**config.mk**
```make
export PLATFORM = sky130hd
export DESIGN_NAME = bson_key_lookup_scanner
export DESIGN_NICKNAME = d
export VERILOG_FILES = /design/src/hw/rtl/bkls_pkg.sv /design/src/hw/rtl/bkls_parser.sv /design/src/hw/rtl/bkls_rsp_queue.sv /design/src/hw/rtl/bson_key_lookup_scanner.sv
export VERILOG_INCLUDE_DIRS = /design/src /design/src/hw/rtl
export SDC_FILE = /design/constraint.sdc
export NUM_CORES = 1
export LEC_CHECK = 0
export BUFFER_PORTS_ARGS = -buffer_cell sky130_fd_sc_hd__buf_2
export CORE_ASPECT_RATIO = 0.6
export CORE_MARGIN = 2
export CORE_UTILIZATION = 45
export DETAILED_ROUTE_END_ITERATION = 10
export GPL_ROUTABILITY_DRIVEN = 0
export PLACE_DENSITY = 0.58
export SYNTH_ARGS = -nofsm -noshare
export SYNTH_HDL_FRONTEND = slang
export SYNTH_SLANG_ARGS = --single-unit
```
**constraint.sdc**
```tcl
create_clock -name clock -period 10.5 [get_ports clock]
set_input_delay 1.575 -clock clock [delete_from_list [all_inputs] [get_ports clock]]
set_output_delay 1.575 -clock clock [all_outputs]
set_load 0.02 [all_outputs]
```
**src/hw/rtl/bson_key_lookup_scanner_macros.svh**
```systemverilog
// Assertion macros shared by the BSON key lookup scanner RTL.
// Included by each module that checks its own logic; no other dependencies.
`ifndef BSON_KEY_LOOKUP_SCANNER_MACROS_SVH
`define BSON_KEY_LOOKUP_SCANNER_MACROS_SVH

`ifndef NO_ASSERTIONS

// Consequent must hold in the same cycle as the antecedent.
`define BKLS_ASSERT_SAME(label, clk, rst, ante, cons) \
   label: assert property (@(posedge clk) disable iff (rst) (ante) |-> (cons)) \
      else $error("bkls assertion failed");

// Consequent must hold in the cycle after the antecedent.
`define BKLS_ASSERT_NEXT(label, clk, rst, ante, cons) \
   label: assert property (@(posedge clk) disable iff (rst) (ante) |=> (cons)) \
      else $error("bkls assertion failed");

`else

`define BKLS_ASSERT_SAME(label, clk, rst, ante, cons)
`define BKLS_ASSERT_NEXT(label, clk, rst, ante, cons)

`endif

`endif

```
**src/hw/rtl/bkls_pkg.sv**
```systemverilog
// Package for the BSON key lookup scanner: payload types, codes and constants.
// No dependencies.
package bkls_pkg;

   localparam int MAX_KEY_BYTES_DEF = 8;
   localparam int OFFSET_BITS_DEF   = 16;

   localparam int KEY_CHARS_BITS    = 64;
   localparam int KEY_LENGTH_BITS   = 4;
   localparam int CSR_INDEX_BITS    = 1;
   localparam int CSR_DATA_BITS     = 64;
   localparam int VALUE_OFFSET_BITS = 16;

   localparam logic [CSR_INDEX_BITS-1:0] CSR_KEY_CHARS  = 1'b0;
   localparam logic [CSR_INDEX_BITS-1:0] CSR_KEY_LENGTH = 1'b1;

   localparam logic [2:0] STATUS_FOUND     = 3'd0;
   localparam logic [2:0] STATUS_NOT_FOUND = 3'd1;
   localparam logic [2:0] STATUS_UNKNOWN   = 3'd2;
   localparam logic [2:0] STATUS_TRUNCATED = 3'd3;
   localparam logic [2:0] STATUS_TOO_LARGE = 3'd4;

   // BSON element type codes
   localparam logic [7:0] T_DOUBLE   = 8'h01;
   localparam logic [7:0] T_STRING   = 8'h02;
   localparam logic [7:0] T_DOCUMENT = 8'h03;
   localparam logic [7:0] T_ARRAY    = 8'h04;
   localparam logic [7:0] T_BINARY   = 8'h05;
   localparam logic [7:0] T_BOOL     = 8'h08;
   localparam logic [7:0] T_DATETIME = 8'h09;
   localparam logic [7:0] T_INT32    = 8'h10;
   localparam logic [7:0] T_INT64    = 8'h12;

   localparam int RSP_QUEUE_DEPTH = 3;
   localparam int QUEUE_PTR_BITS  = 2;

   typedef enum logic [2:0] {
      PH_LEN,
      PH_TYPE,
      PH_KEY,
      PH_VLEN,
      PH_SKIP
   } phase_type;

   typedef struct packed {
      logic [7:0] data_byte;
      logic       end_of_buffer;
   } req_type;

   typedef struct packed {
      logic [2:0]                   status;
      logic [7:0]                   element_type;
      logic [VALUE_OFFSET_BITS-1:0] value_offset;
   } rsp_type;

   typedef struct packed {
      logic [KEY_CHARS_BITS-1:0]  key_chars;
      logic [KEY_LENGTH_BITS-1:0] key_length;
   } cfg_type;

endpackage

```
**src/hw/rtl/bkls_parser.sv**
```systemverilog
// Per-byte BSON element parser: state registers plus combinational next-state logic.
// Depends on bkls_pkg and bson_key_lookup_scanner_macros.svh.
`include "bson_key_lookup_scanner_macros.svh"

module bkls_parser #(
   parameter int MAX_KEY_BYTES = bkls_pkg::MAX_KEY_BYTES_DEF,
   parameter int OFFSET_BITS   = bkls_pkg::OFFSET_BITS_DEF
) (
   input  logic              clock,
   input  logic              reset,
   input  logic              in_valid,
   input  bkls_pkg::req_type in_item,
   input  bkls_pkg::cfg_type cfg,
   output logic              out_valid,
   output bkls_pkg::rsp_type out_item
);

   localparam int KIW      = $clog2(MAX_KEY_BYTES + 1);
   localparam int SUM_BITS = 34;

   bkls_pkg::phase_type phase_ff, phase_in;
   logic [OFFSET_BITS-1:0] pos_ff, pos_in;
   logic [OFFSET_BITS-1:0] doc_len_ff, doc_len_in;
   logic [7:0]             cur_type_ff, cur_type_in;
   logic [31:0]            acc_ff, acc_in;
   logic [OFFSET_BITS-1:0] skip_ff, skip_in;
   logic [KIW-1:0]         key_idx_ff, key_idx_in;
   logic                   match_ff, match_in;
   logic                   verdict_ff, verdict_in;

   logic [KIW-1:0]         kl;
   logic [KIW-1:0]         eff_len;
   logic                   zero_hit;
   logic [7:0]             key_byte;
   logic [7:0]             b;
   logic                   eob;
   logic [31:0]            acc_shift;
   logic [OFFSET_BITS:0]   vs;
   logic                   type_known;
   logic                   type_lenpref;
   logic [3:0]             type_skip;
   logic [SUM_BITS-1:0]    vlen_skip;
   logic [SUM_BITS-1:0]    skip_val;
   logic                   next_past_end;
   logic                   parse;
   logic                   len_last;
   logic                   too_large;
   logic                   doc_short;
   logic                   key_over;
   logic                   key_zero;
   logic                   found;
   logic                   unknown;
   logic                   hop;
   logic                   verdict;

   // ---------------- decode ----------------
   always_comb begin
      b   = in_item.data_byte;
      eob = in_item.end_of_buffer;

      if (cfg.key_length > bkls_pkg::KEY_LENGTH_BITS'(MAX_KEY_BYTES)) begin
         kl = KIW'(MAX_KEY_BYTES);
      end else begin
         kl = KIW'(cfg.key_length);
      end
      eff_len  = kl;
      zero_hit = 1'b0;
      for (int i = 0; i < MAX_KEY_BYTES; i++) begin
         if (!zero_hit && (KIW'(i) < kl) && (cfg.key_chars[8*i +: 8] == 8'd0)) begin
            eff_len  = KIW'(i);
            zero_hit = 1'b1;
         end
      end
      key_byte = 8'd0;
      for (int i = 0; i < MAX_KEY_BYTES; i++) begin
         if (key_idx_ff == KIW'(i)) begin
            key_byte = cfg.key_chars[8*i +: 8];
         end
      end

      acc_shift = {b, acc_ff[31:8]};
      vs        = (OFFSET_BITS+1)'(pos_ff) + 1'b1;

      type_known   = 1'b1;
      type_lenpref = 1'b0;
      type_skip    = 4'd0;
      unique case (cur_type_ff)
         bkls_pkg::T_INT32: begin
            type_skip = 4'd4;
         end
         bkls_pkg::T_DOUBLE, bkls_pkg::T_DATETIME, bkls_pkg::T_INT64: begin
            type_skip = 4'd8;
         end
         bkls_pkg::T_BOOL: begin
            type_skip = 4'd1;
         end
         bkls_pkg::T_STRING, bkls_pkg::T_DOCUMENT, bkls_pkg::T_ARRAY,
         bkls_pkg::T_BINARY: begin
            type_skip    = 4'd4;
            type_lenpref = 1'b1;
         end
         default: begin
            type_known = 1'b0;
         end
      endcase

      unique case (cur_type_ff)
         bkls_pkg::T_STRING: begin
            vlen_skip = SUM_BITS'(acc_shift);
         end
         bkls_pkg::T_BINARY: begin
            vlen_skip = SUM_BITS'(acc_shift) + 1'b1;
         end
         default: begin
            vlen_skip = (acc_shift < 32'd4) ? '0 : SUM_BITS'(acc_shift - 32'd4);
         end
      endcase

      skip_val      = (phase_ff == bkls_pkg::PH_VLEN) ? vlen_skip : SUM_BITS'(type_skip);
      next_past_end = (SUM_BITS'(vs) + skip_val + 1'b1) >= SUM_BITS'(doc_len_ff);

      parse     = in_valid && !verdict_ff;
      len_last  = (phase_ff == bkls_pkg::PH_LEN) && (pos_ff == OFFSET_BITS'(3));
      too_large = (acc_shift >> OFFSET_BITS) != 32'd0;
      doc_short = acc_shift <= 32'd5;
      key_over  = (phase_ff == bkls_pkg::PH_KEY) && (pos_ff >= doc_len_ff);
      key_zero  = (phase_ff == bkls_pkg::PH_KEY) && !key_over && (b == 8'd0);
      found     = key_zero && match_ff && (key_idx_ff == eff_len);
      unknown   = key_zero && !found && !type_known;
      hop       = (key_zero && !found && type_known)
                  || ((phase_ff == bkls_pkg::PH_VLEN) && (skip_ff == OFFSET_BITS'(1)));
      verdict   = parse && ((len_last && (too_large || doc_short)) || key_over || found
                            || unknown || (hop && next_past_end));
   end

   // ---------------- next state ----------------
   always_comb begin
      phase_in = phase_ff;
      if (in_valid && eob) begin
         phase_in = bkls_pkg::PH_LEN;
      end else if (parse && !verdict) begin
         unique case (phase_ff)
            bkls_pkg::PH_LEN: begin
               phase_in = len_last ? bkls_pkg::PH_TYPE : bkls_pkg::PH_LEN;
            end
            bkls_pkg::PH_TYPE: begin
               phase_in = bkls_pkg::PH_KEY;
            end
            bkls_pkg::PH_KEY: begin
               if (key_zero) begin
                  phase_in = type_lenpref ? bkls_pkg::PH_VLEN : bkls_pkg::PH_SKIP;
               end
            end
            bkls_pkg::PH_VLEN: begin
               if (hop) begin
                  phase_in = (skip_val == '0) ? bkls_pkg::PH_TYPE : bkls_pkg::PH_SKIP;
               end
            end
            bkls_pkg::PH_SKIP: begin
               if (skip_ff <= OFFSET_BITS'(1)) begin
                  phase_in = bkls_pkg::PH_TYPE;
               end
            end
            default: begin
               phase_in = bkls_pkg::PH_LEN;
            end
         endcase
      end
   end

   // ---------------- datapath and outputs ----------------
   always_comb begin
      pos_in      = pos_ff;
      doc_len_in  = doc_len_ff;
      cur_type_in = cur_type_ff;
      acc_in      = acc_ff;
      skip_in     = skip_ff;
      key_idx_in  = key_idx_ff;
      match_in    = match_ff;
      verdict_in  = verdict_ff;

      if (in_valid && eob) begin
         pos_in      = '0;
         doc_len_in  = '0;
         cur_type_in = 8'd0;
         acc_in      = 32'd0;
         skip_in     = '0;
         key_idx_in  = '0;
         match_in    = 1'b1;
         verdict_in  = 1'b0;
      end else if (verdict) begin
         verdict_in = 1'b1;
      end else if (parse) begin
         pos_in = pos_ff + 1'b1;
         unique case (phase_ff)
            bkls_pkg::PH_LEN: begin
               acc_in = acc_shift;
               if (len_last) begin
                  doc_len_in = acc_shift[OFFSET_BITS-1:0];
               end
            end
            bkls_pkg::PH_TYPE: begin
               cur_type_in = b;
               key_idx_in  = '0;
               match_in    = 1'b1;
            end
            bkls_pkg::PH_KEY: begin
               if (key_zero) begin
                  skip_in = OFFSET_BITS'(skip_val);
               end else if (match_ff) begin
                  if ((key_idx_ff < eff_len) && (b == key_byte)) begin
                     key_idx_in = key_idx_ff + 1'b1;
                  end else begin
                     match_in = 1'b0;
                  end
               end
            end
            bkls_pkg::PH_VLEN: begin
               acc_in  = acc_shift;
               skip_in = hop ? OFFSET_BITS'(skip_val) : skip_ff - 1'b1;
            end
            bkls_pkg::PH_SKIP: begin
               if (skip_ff != '0) begin
                  skip_in = skip_ff - 1'b1;
               end
            end
            default: begin
               skip_in = skip_ff;
            end
         endcase
      end

      out_valid = parse && (verdict || eob);
      out_item  = '0;
      if (!verdict) begin
         out_item.status = bkls_pkg::STATUS_TRUNCATED;
      end else if (len_last && too_large) begin
         out_item.status = bkls_pkg::STATUS_TOO_LARGE;
      end else if (found) begin
         out_item.status       = bkls_pkg::STATUS_FOUND;
         out_item.element_type = cur_type_ff;
         out_item.value_offset = bkls_pkg::VALUE_OFFSET_BITS'(vs);
      end else if (unknown) begin
         out_item.status = bkls_pkg::STATUS_UNKNOWN;
      end else begin
         out_item.status = bkls_pkg::STATUS_NOT_FOUND;
      end
   end

   always_ff @(posedge clock) begin
      if (reset) begin
         phase_ff    <= bkls_pkg::PH_LEN;
         pos_ff      <= '0;
         doc_len_ff  <= '0;
         cur_type_ff <= 8'd0;
         acc_ff      <= 32'd0;
         skip_ff     <= '0;
         key_idx_ff  <= '0;
         match_ff    <= 1'b1;
         verdict_ff  <= 1'b0;
      end else begin
         phase_ff    <= phase_in;
         pos_ff      <= pos_in;
         doc_len_ff  <= doc_len_in;
         cur_type_ff <= cur_type_in;
         acc_ff      <= acc_in;
         skip_ff     <= skip_in;
         key_idx_ff  <= key_idx_in;
         match_ff    <= match_in;
         verdict_ff  <= verdict_in;
      end
   end

   // one verdict per buffer
   `BKLS_ASSERT_SAME(a_single_verdict, clock, reset, in_valid && verdict_ff, !out_valid)
   // end of buffer always rearms the parser
   `BKLS_ASSERT_NEXT(a_eob_rearms, clock, reset, in_valid && in_item.end_of_buffer,
                     (phase_ff == bkls_pkg::PH_LEN) && !verdict_ff && (pos_ff == '0))
   // length field counter stays within four bytes
   `BKLS_ASSERT_SAME(a_vlen_count, clock, reset, phase_ff == bkls_pkg::PH_VLEN,
                     (skip_ff != '0) && (skip_ff <= OFFSET_BITS'(4)))

endmodule

```
**src/hw/rtl/bkls_rsp_queue.sv**
```systemverilog
// Three-entry response queue that decouples the parser from the rsp channel.
// Depends on bkls_pkg and bson_key_lookup_scanner_macros.svh.
`include "bson_key_lookup_scanner_macros.svh"

module bkls_rsp_queue (
   input  logic                                   clock,
   input  logic                                   reset,
   input  logic                                   push,
   input  bkls_pkg::rsp_type                      push_item,
   output logic                                   rsp_valid,
   input  logic                                   rsp_stall,
   output bkls_pkg::rsp_type                      rsp_payload,
   output logic [bkls_pkg::QUEUE_PTR_BITS-1:0]    count
);

   localparam int PB = bkls_pkg::QUEUE_PTR_BITS;
   localparam logic [PB-1:0] LAST = PB'(bkls_pkg::RSP_QUEUE_DEPTH - 1);
   localparam logic [PB-1:0] FULL = PB'(bkls_pkg::RSP_QUEUE_DEPTH);

   bkls_pkg::rsp_type entry_ff [bkls_pkg::RSP_QUEUE_DEPTH];
   logic [PB-1:0]     wr_ptr_ff, wr_ptr_in;
   logic [PB-1:0]     rd_ptr_ff, rd_ptr_in;
   logic [PB-1:0]     count_ff, count_in;
   logic              pop;

   always_comb begin
      pop         = rsp_valid && !rsp_stall;
      wr_ptr_in   = wr_ptr_ff;
      rd_ptr_in   = rd_ptr_ff;
      count_in    = count_ff;
      if (push) begin
         wr_ptr_in = (wr_ptr_ff == LAST) ? '0 : wr_ptr_ff + 1'b1;
      end
      if (pop) begin
         rd_ptr_in = (rd_ptr_ff == LAST) ? '0 : rd_ptr_ff + 1'b1;
      end
      unique case ({push, pop})
         2'b10:   count_in = count_ff + 1'b1;
         2'b01:   count_in = count_ff - 1'b1;
         default: count_in = count_ff;
      endcase
   end

   assign rsp_valid   = count_ff != '0;
   assign rsp_payload = entry_ff[rd_ptr_ff];
   assign count       = count_ff;

   always_ff @(posedge clock) begin
      if (reset) begin
         wr_ptr_ff <= '0;
         rd_ptr_ff <= '0;
         count_ff  <= '0;
      end else begin
         wr_ptr_ff <= wr_ptr_in;
         rd_ptr_ff <= rd_ptr_in;
         count_ff  <= count_in;
      end
   end

   always_ff @(posedge clock) begin
      if (push) begin
         entry_ff[wr_ptr_ff] <= push_item;
      end
   end

   // upstream throttling must leave a free slot for every result
   `BKLS_ASSERT_SAME(a_no_overflow, clock, reset, push, count_ff != FULL)

endmodule

```
**src/hw/rtl/bson_key_lookup_scanner.sv**
```systemverilog
// BSON key lookup scanner: one document byte per request, at most one verdict per buffer.
// Path: the input register feeds the parser; its verdict is registered in the rsp queue.
// Throughput: 1 byte per cycle unless req_stall is high; req_stall rises only when the
//   3-entry response queue plus the input register byte could not absorb another result.
// Reset: synchronous, active high; clears parser state, queue and key registers.
// Depends on bkls_pkg, bkls_parser and bkls_rsp_queue.
module bson_key_lookup_scanner #(
   parameter int MAX_KEY_BYTES = bkls_pkg::MAX_KEY_BYTES_DEF,
   parameter int OFFSET_BITS   = bkls_pkg::OFFSET_BITS_DEF
) (
   input  logic                                clock,
   input  logic                                reset,
   input  logic                                req_valid,
   output logic                                req_stall,
   input  bkls_pkg::req_type                   req_payload,
   output logic                                rsp_valid,
   input  logic                                rsp_stall,
   output bkls_pkg::rsp_type                   rsp_payload,
   input  logic                                csr_write_enable,
   input  logic [bkls_pkg::CSR_INDEX_BITS-1:0] csr_index,
   input  logic [bkls_pkg::CSR_DATA_BITS-1:0]  csr_write_data
);

   localparam int PB = bkls_pkg::QUEUE_PTR_BITS;

   logic              in_valid_ff;
   bkls_pkg::req_type in_item_ff;
   bkls_pkg::cfg_type cfg_ff;
   logic              res_valid;
   bkls_pkg::rsp_type res_item;
   logic [PB-1:0]     queue_count;
   logic [PB:0]       backlog;

   assign backlog   = (PB+1)'(queue_count) + (PB+1)'(in_valid_ff);
   assign req_stall = backlog > (PB+1)'(bkls_pkg::RSP_QUEUE_DEPTH - 1);

   always_ff @(posedge clock) begin
      if (reset) begin
         in_valid_ff <= 1'b0;
      end else begin
         in_valid_ff <= req_valid && !req_stall;
      end
   end

   always_ff @(posedge clock) begin
      if (req_valid && !req_stall) begin
         in_item_ff <= req_payload;
      end
   end

   always_ff @(posedge clock) begin
      if (reset) begin
         cfg_ff <= '0;
      end else if (csr_write_enable) begin
         unique case (csr_index)
            bkls_pkg::CSR_KEY_CHARS: begin
               cfg_ff.key_chars <= csr_write_data[bkls_pkg::KEY_CHARS_BITS-1:0];
            end
            bkls_pkg::CSR_KEY_LENGTH: begin
               cfg_ff.key_length <= csr_write_data[bkls_pkg::KEY_LENGTH_BITS-1:0];
            end
            default: begin
               cfg_ff <= cfg_ff;
            end
         endcase
      end
   end

   bkls_parser #(
      .MAX_KEY_BYTES(MAX_KEY_BYTES),
      .OFFSET_BITS  (OFFSET_BITS)
   ) u_parser (
      .clock    (clock),
      .reset    (reset),
      .in_valid (in_valid_ff),
      .in_item  (in_item_ff),
      .cfg      (cfg_ff),
      .out_valid(res_valid),
      .out_item (res_item)
   );

   bkls_rsp_queue u_rsp_queue (
      .clock      (clock),
      .reset      (reset),
      .push       (res_valid),
      .push_item  (res_item),
      .rsp_valid  (rsp_valid),
      .rsp_stall  (rsp_stall),
      .rsp_payload(rsp_payload),
      .count      (queue_count)
   );

endmodule

```
==> flow_metrics.tcl, run 1 <==
set metrics [dict create \
    status "completed" \
    cts_made_buffers 25 \
    die_width_um 248 \
    drc_errors 0 \
    drtIter0Drc 1863 \
    drive_gt1_frac 0.112 \
    place_hpwl_mm 39.7 \
    relSlewSlack 0.303 \
    synth_top_area_frac 0.206 \
    grt_overflow 0 \
    synth_nets 2079 \
    cts_buffer_depth 3 \
    synthArstFlopShare 0 \
    vias 14969 \
    vias_per_cell 6.10 \
    power_w 0.00274 \
    die_h_um 150 \
    min_from "u_parser.doc_len_ff[12]" \
    grt_pass1_wl_mm 80.1 \
    ios 108 \
    cts_tree "done" \
    cp-start-kind "flip-flop" \
    htree_num_levels 1 \
    hold_depth 2 \
    max_freq_mhz 125 \
    path_clk_slew_ns 0.06 \
    grt_pass1_vias 13407 \
    required_ns 10.98 \
    grt.total_usage 0.281 \
    synth_ff_type "dfxtp_1" \
    fp-row-count 53 \
    synth_area_leaders "dfxtp_1, edfxtp_1, nand2_1" \
    core-area_um2 35100 \
    tightest_slew_ns 1.02 \
    synth.most_common_cell "nand2_1" \
    finalNetCount 2116 \
    hold_path.class "flip-flop to flip-flop" \
    synth-seq-cells 256 \
    r2r_start "u_parser.acc_ff[28]" \
    synthToLayoutAreaGrowth_pct 10.4 \
    fin_hold_ws_ns 0.458 \
    antenna_found_initial 1 \
    reg2regPathDepth 26 \
    tns_ns 0 \
    drt_wl_total_mm 52.4 \
    setup_viol 0 \
    fin_crit_ns 8.01 \
    power.density_nw_per_um2 154 \
    numPortBuffers 107 \
    cts.hold.buffers_added 0 \
    synth_seq_area_share 0.374 \
    final.setup_skew_ns 0.0210 \
    synth.distinct_cells 91 \
    synthesis.area_um2 16100 \
    post_cts_buffers 0 \
    final_max_slew_viol_count 0 \
    fin_crit_sh 0.763 \
    finalHoldViolations 0 \
    critical_path.max_fanout 27 \
    initial_core_util 0.458 \
    p_leak_nw 6.77 \
    cts-root-buf "clkbuf_16" \
    regToRegEndpoint "u_parser.doc_len_ff[6]" \
    dp_cells 2406 \
    netlist_top_cells_count "nand2_1, a21oi_1, dfxtp_1" \
    slowest_stage "nor2_2" \
    dpl_worst_slack_ns 2.77 \
    insertion_delay_ns 0.57 \
    rrSetupSlack_ns 2.49 \
    max_cap_viol_count 0 \
    final_cells 2453 \
    peakVddDrop_uv 136 \
    rsz0062_at_grt "no" \
    syn_area_per_cell_um2 8.34 \
    worstPathArrival_ns 8.49 \
    wl_per_cell_um 21.4 \
    firstDrtPassIters 7 \
    synthCells 1929 \
    crit_type "flip-flop to flip-flop" \
    cp-end-kind "flip-flop" \
    yosysTopAreaCell "dfxtp_1" \
    cts_sinks 256 \
    cts_resized 0 \
    synth_edf_count 90 \
    crit_path_max_incr_delay_ns 0.82 \
    final_antenna_net_count 0 \
    die_area_um2 37300 \
    ys_warn_count 0 \
    grt_max_degree 86 \
    min_to "u_parser.doc_len_ff[12]" \
    worst_slack_ns 2.49 \
]
## kinds of logic after synthesis
logic type / after synthesis / synth area share
muxes: 90 / 0.0561
xor gates and xnor gates: 80 / 0.0435
buffers and inverters: 191 / 0.0467
AOI/OAI and AO/OA: 456 / 0.179
and+or+nand+nor: 785 / 0.245
DFF: 256 / 0.374
adders and majority gates: 71 / 0.0557
## power breakdown
group          switching (W)  internal [W]  total, W
Clock               0.000407      0.000514  0.000921
Combinational       0.000450      0.000240  0.000690
Sequential         0.0000621       0.00107   0.00113
## worst max-delay path by stage
stage                   startpoint                         end  slack (ns)  depth (start not counted)
5_1_grt        u_parser.acc_ff[28]     u_parser.doc_len_ff[11]        1.97                         27
6_report       u_parser.acc_ff[28]      u_parser.doc_len_ff[6]        2.49                         26
4_1_cts        u_parser.acc_ff[28]      u_parser.doc_len_ff[6]        2.71                         26
2_1_floorplan  u_parser.acc_ff[29]  u_rsp_queue.entry_ff[2][0]        3.09                         26
3_5_place_dp   u_parser.acc_ff[28]      u_parser.doc_len_ff[1]        2.77                         26
3_3_place_gp         in_item_ff[2]     u_parser.doc_len_ff[15]        2.96                         27
## cell usage in the layout, fill, tap and decap left out, types with 8 or more instances in the layout
master and count:
nand4_1 31, nand2_1 329, buf_2 107, o21a_1 9, or4_1 24, o211ai_1 19
a21o_1 17, clkbuf_16 25, dfxtp_1 166, buf_4 23, o21ai_1 8, nor4_1 40
nor2b_1 26, and2_1 9, o21ai_0 102, xnor2_1 40, xor2_1 40, and3_1 20
or3_1 17, inv_1 70, o31ai_1 9, a31oi_1 12, ha_1 70, edfxtp_1 90
a31o_2 10, nor2_1 111, mux2i_1 89, a21oi_1 168, nand2b_1 19, a211oi_1 8
nor3_1 53, nand3_1 48
## sequential cells by signal, indices dropped and copies added, names as in the netlist, named ones only
name,flops
in_valid_ff,1
u_parser.skip_ff,16
u_parser.acc_ff,24
u_rsp_queue.count,2
u_parser.match_ff,1
u_rsp_queue.entry_ff,81
u_parser.verdict_ff,1
u_parser.doc_len_ff,16
u_rsp_queue.rd_ptr_ff,2
u_parser.key_idx_ff,4
cfg_ff,68
in_item_ff,9
u_parser.cur_type_ff,8
u_parser.pos_ff,16
u_parser.phase_ff,3
u_rsp_queue.wr_ptr_ff,2
## cell type report
class                   count  area (um2)
inverters                  71         267
flip-flops and latches    256        6030
repair buffers            130         708
clock buffers              33         686
diodes                      1        2.50
multi-input cells        1482        9360
clock inverters            13         140
fillers                  3382       17400
well taps                 467         584
## critical path: cells and delay by family, from the launching register on
family	cells	cell delay, ns
compound gates	8	2.04
flops	1	0.40
simple gates	11	3.66
xor+xnor	1	0.15
mux	1	0.27
fa+ha+maj	2	0.66
buf+inv	3	0.72
## per-stage QoR
step                instance area, um2   util
floorplan                        16100      -
global placement                 16900  0.482
detailed placement               16900  0.482
CTS                              17800  0.506
global route                     17800  0.506
finish                           17800  0.506
## layer usage
metal  GRT usage  vias up  wire (um)
li1            -     7080          -
met1       0.461     7040      26100
met2       0.335      784      18300
met3       0.106       61       7270
met4      0.0360        4        586
met5      0.0214        -        142
Power figures use the tool's default switching activity.
==> inputs of run 2 (changes only) <==
Settings changed: ABC_AREA set to 1, PLACE_DENSITY 0.58 to 0.6.
Clock period 10.5 ns to 6.91 ns, I/O delays scaled along.
==> run 2 against run 1 <==
- non-clock buffer count up 26
- utilization about the same
- cell area up 6.6%
- register-to-register slack got worse by 2.0 ns
- fmax up 24%
- critical endpoint is now u_rsp_queue.entry_ff[0][10]
- highest routed layer is now met4
==> flow_metrics.tcl, run 2 <==
set metrics [dict create \
    seqCellArea_um2 6030 \
    synthToLayoutAreaGrowth_pct 11.4 \
    fillers 3866 \
    tns_ns 0 \
    final_cell_area_um2 18900 \
    synth_fa_ha_area_frac 0.0527 \
    grt_overflow 0 \
    core-area_um2 37400 \
    final.setup_skew_ns 0.0244 \
    cts_made_buffers 26 \
    cts-root-buf "clkbuf_16" \
    cts_tree "done" \
    muxShareOfSynthArea 0 \
    cts_buffer_depth 3 \
    synth_compound_area_frac 0.137 \
    post_cts_buffers 0 \
    synth.distinct_cells 54 \
    final_common_cell "nand2_1" \
    place_hpwl_mm 43.8 \
    synthArstFlopShare 0 \
    grt_pass1_wl_mm 88.7 \
    min_from "cfg_ff[51]" \
    yosysTopAreaCell "dfxtp_1" \
    top_regs "u_rsp_queue.entry_ff (81), cfg_ff (68), u_parser.acc_ff (24)" \
    critical_path.max_fanout 19 \
    netlist_top_cells_count "nand2_1, nor2_1, inv_1" \
    initial_core_util 0.454 \
    synth_edf_count 90 \
    yosys.area_share.xor_xnor 0.0273 \
    crit_type "flip-flop to flip-flop" \
    synthesis.area_um2 17000 \
    relSlewSlack 0.228 \
    synthCells 2496 \
    cp-start-kind "flip-flop" \
    drtIter0Drc 2141 \
    multi_input_area_um2 9530 \
    fin_crit_ns 6.44 \
    ys_warn_count 0 \
    finalHoldViolations 0 \
    synth.most_common_cell "nand2_1" \
    path_clk_slew_ns 0.07 \
    slowest_stage "nor4_2" \
    synth_area_leaders "dfxtp_1, edfxtp_1, nand2_1" \
    hold_path.class "flip-flop to flip-flop" \
    max_freq_mhz 155 \
    synth_top_family_by_area "simple AND/OR/NAND/NOR gates" \
    synth-seq-cells 256 \
    grt_max_degree 85 \
    reg2regPathDepth 30 \
    numPortBuffers 107 \
    synth_seq_area_share 0.354 \
    status "completed" \
    grt_pass1_vias 15285 \
    crit_path_max_incr_delay_ns 0.60 \
    final_cell_mix "nand2_1, nor2_1, inv_1" \
    drt_wl_total_mm 57.8 \
    synth_top_area_frac 0.195 \
    synthSimpleGateAreaFrac 0.340 \
    fp-row-count 55 \
    power.density_nw_per_um2 219 \
    max_cap_viol_count 0 \
    synth_nets 2646 \
    r2r_start "cfg_ff[2]" \
    final_antenna_net_count 0 \
    final_max_slew_viol_count 0 \
    crit_top_cell "nor2_1" \
    antenna_found_initial 0 \
    cts_sinks 256 \
    largest-register "u_rsp_queue.entry_ff" \
    largest_reg_flops 81 \
    worst_slack_ns 0.472 \
    die_h_um 155 \
    regToRegEndpoint "u_rsp_queue.entry_ff[0][10]" \
    cp-end-kind "flip-flop" \
    die_area_um2 39400 \
    ios 108 \
    hold_depth 2 \
    min_to "cfg_ff[51]" \
    fin_crit_sh 0.932 \
    finalNetCount 2724 \
    htree_num_levels 1 \
    drive_gt1_frac 0.117 \
    setup_viol 0 \
    tightest_slew_ns 1.15 \
    worstPathArrival_ns 6.74 \
    p_leak_nw 8.42 \
    vias_per_cell 5.58 \
    insertion_delay_ns 0.57 \
    vias 17348 \
    synth_ff_type "dfxtp_1" \
    wl_per_cell_um 18.6 \
    dpl_worst_slack_ns 0.173 \
    die_width_um 255 \
    grt.total_usage 0.290 \
    peakVddDrop_uv 165 \
    drc_errors 0 \
    rsz0062_at_grt "no" \
    rrSetupSlack_ns 0.47 \
    syn_area_per_cell_um2 6.81 \
    firstDrtPassIters 8 \
    required_ns 7.21 \
    placed_area_um2 18100 \
]
[run 2: changes by cell type after synthesis, sizes merged, moves of 25 or more]
cell    delta
mux2i     -89
inv      +181
nor2b     -28
nor2     +367
xnor2     -25
nand2    +204
clkbuf    -34
or4       -25
o21ai     +72
nand3     +99
[run 2: cell type report]
type | count | area share
clock buffers | 31 | 0.0364
repair buffers | 156 | 0.0485
clock inverters | 17 | 0.00839
flip-flops and latches | 256 | 0.318
diodes | 1 | 0.000132
inverters | 258 | 0.0515
multi-input cells | 1876 | 0.503
well taps | 513 | 0.0339
[run 2: cells by family (layout without fill, tap and decap cells)]
group | after synthesis | after routing
other | 0 | 1
DFF | 256 | 256
AOI/OAI and AO/OA | 427 | 427
and+or+nand+nor | 1325 | 1325
buffers and inverters | 364 | 462
xor gates and xnor gates | 53 | 53
adders and majority gates | 71 | 71
[run 2: worst max-delay path: cells and delay by family (launching register included)]
family                     cells  cell delay [ns]
AOI/OAI and AO/OA              2             0.63
and+or+nand+nor               21             3.72
buffers and inverters          6             1.15
adders and majority gates      1             0.31
DFF                            1             0.37
[run 2: worst max path at each step]
stage | start | to | slack (ns) | cells after the start
final | cfg_ff[2] | u_rsp_queue.entry_ff[0][10] | 0.47 | 30
after global routing | u_parser.pos_ff[0] | u_rsp_queue.count[1] | 0.04 | 43
after CTS | u_parser.cur_type_ff[2] | u_rsp_queue.entry_ff[0][2] | 0.15 | 39
after detailed placement | u_parser.cur_type_ff[2] | u_rsp_queue.entry_ff[1][2] | 0.17 | 39
after global placement | u_parser.cur_type_ff[2] | u_rsp_queue.count[1] | 0.36 | 42
after floorplan | u_parser.cur_type_ff[2] | u_rsp_queue.entry_ff[2][0] | 0.44 | 42
[run 2: repair_timing]
action / in CTS / in global routing
setup endpoints to repair: 0 / 245
resized for setup: 0 / 10
hold buffers: 0 / 0
[run 2: layer usage]
| metal | part of all wire | global-route usage |
|---|---|---|
| met5 | 0 | 0 |
| met4 | 0.014 | 0.0415 |
| met3 | 0.13 | 0.0954 |
| met2 | 0.37 | 0.375 |
| met1 | 0.48 | 0.462 |
[run 2: through the flow]
stage                     hold slack [ns]  instances  utilization  total power, W
after floorplan                     0.441       2496            -         0.00240
after global placement              0.454       3059        0.482         0.00270
after detailed placement            0.470       3059        0.482         0.00272
after CTS                           0.481       3107        0.505         0.00416
after global routing                0.508       3107        0.506         0.00437
final                               0.481       3108        0.506         0.00415
[run 2: power by group]
| group | internal, W | total, W | switching, W |
|---|---|---|---|
| Sequential | 0.00163 | 0.00169 | 0.0000679 |
| Clock | 0.000793 | 0.00144 | 0.000645 |
| Combinational | 0.000326 | 0.00102 | 0.000695 |
| Total | 0.00275 | 0.00415 | 0.00141 |
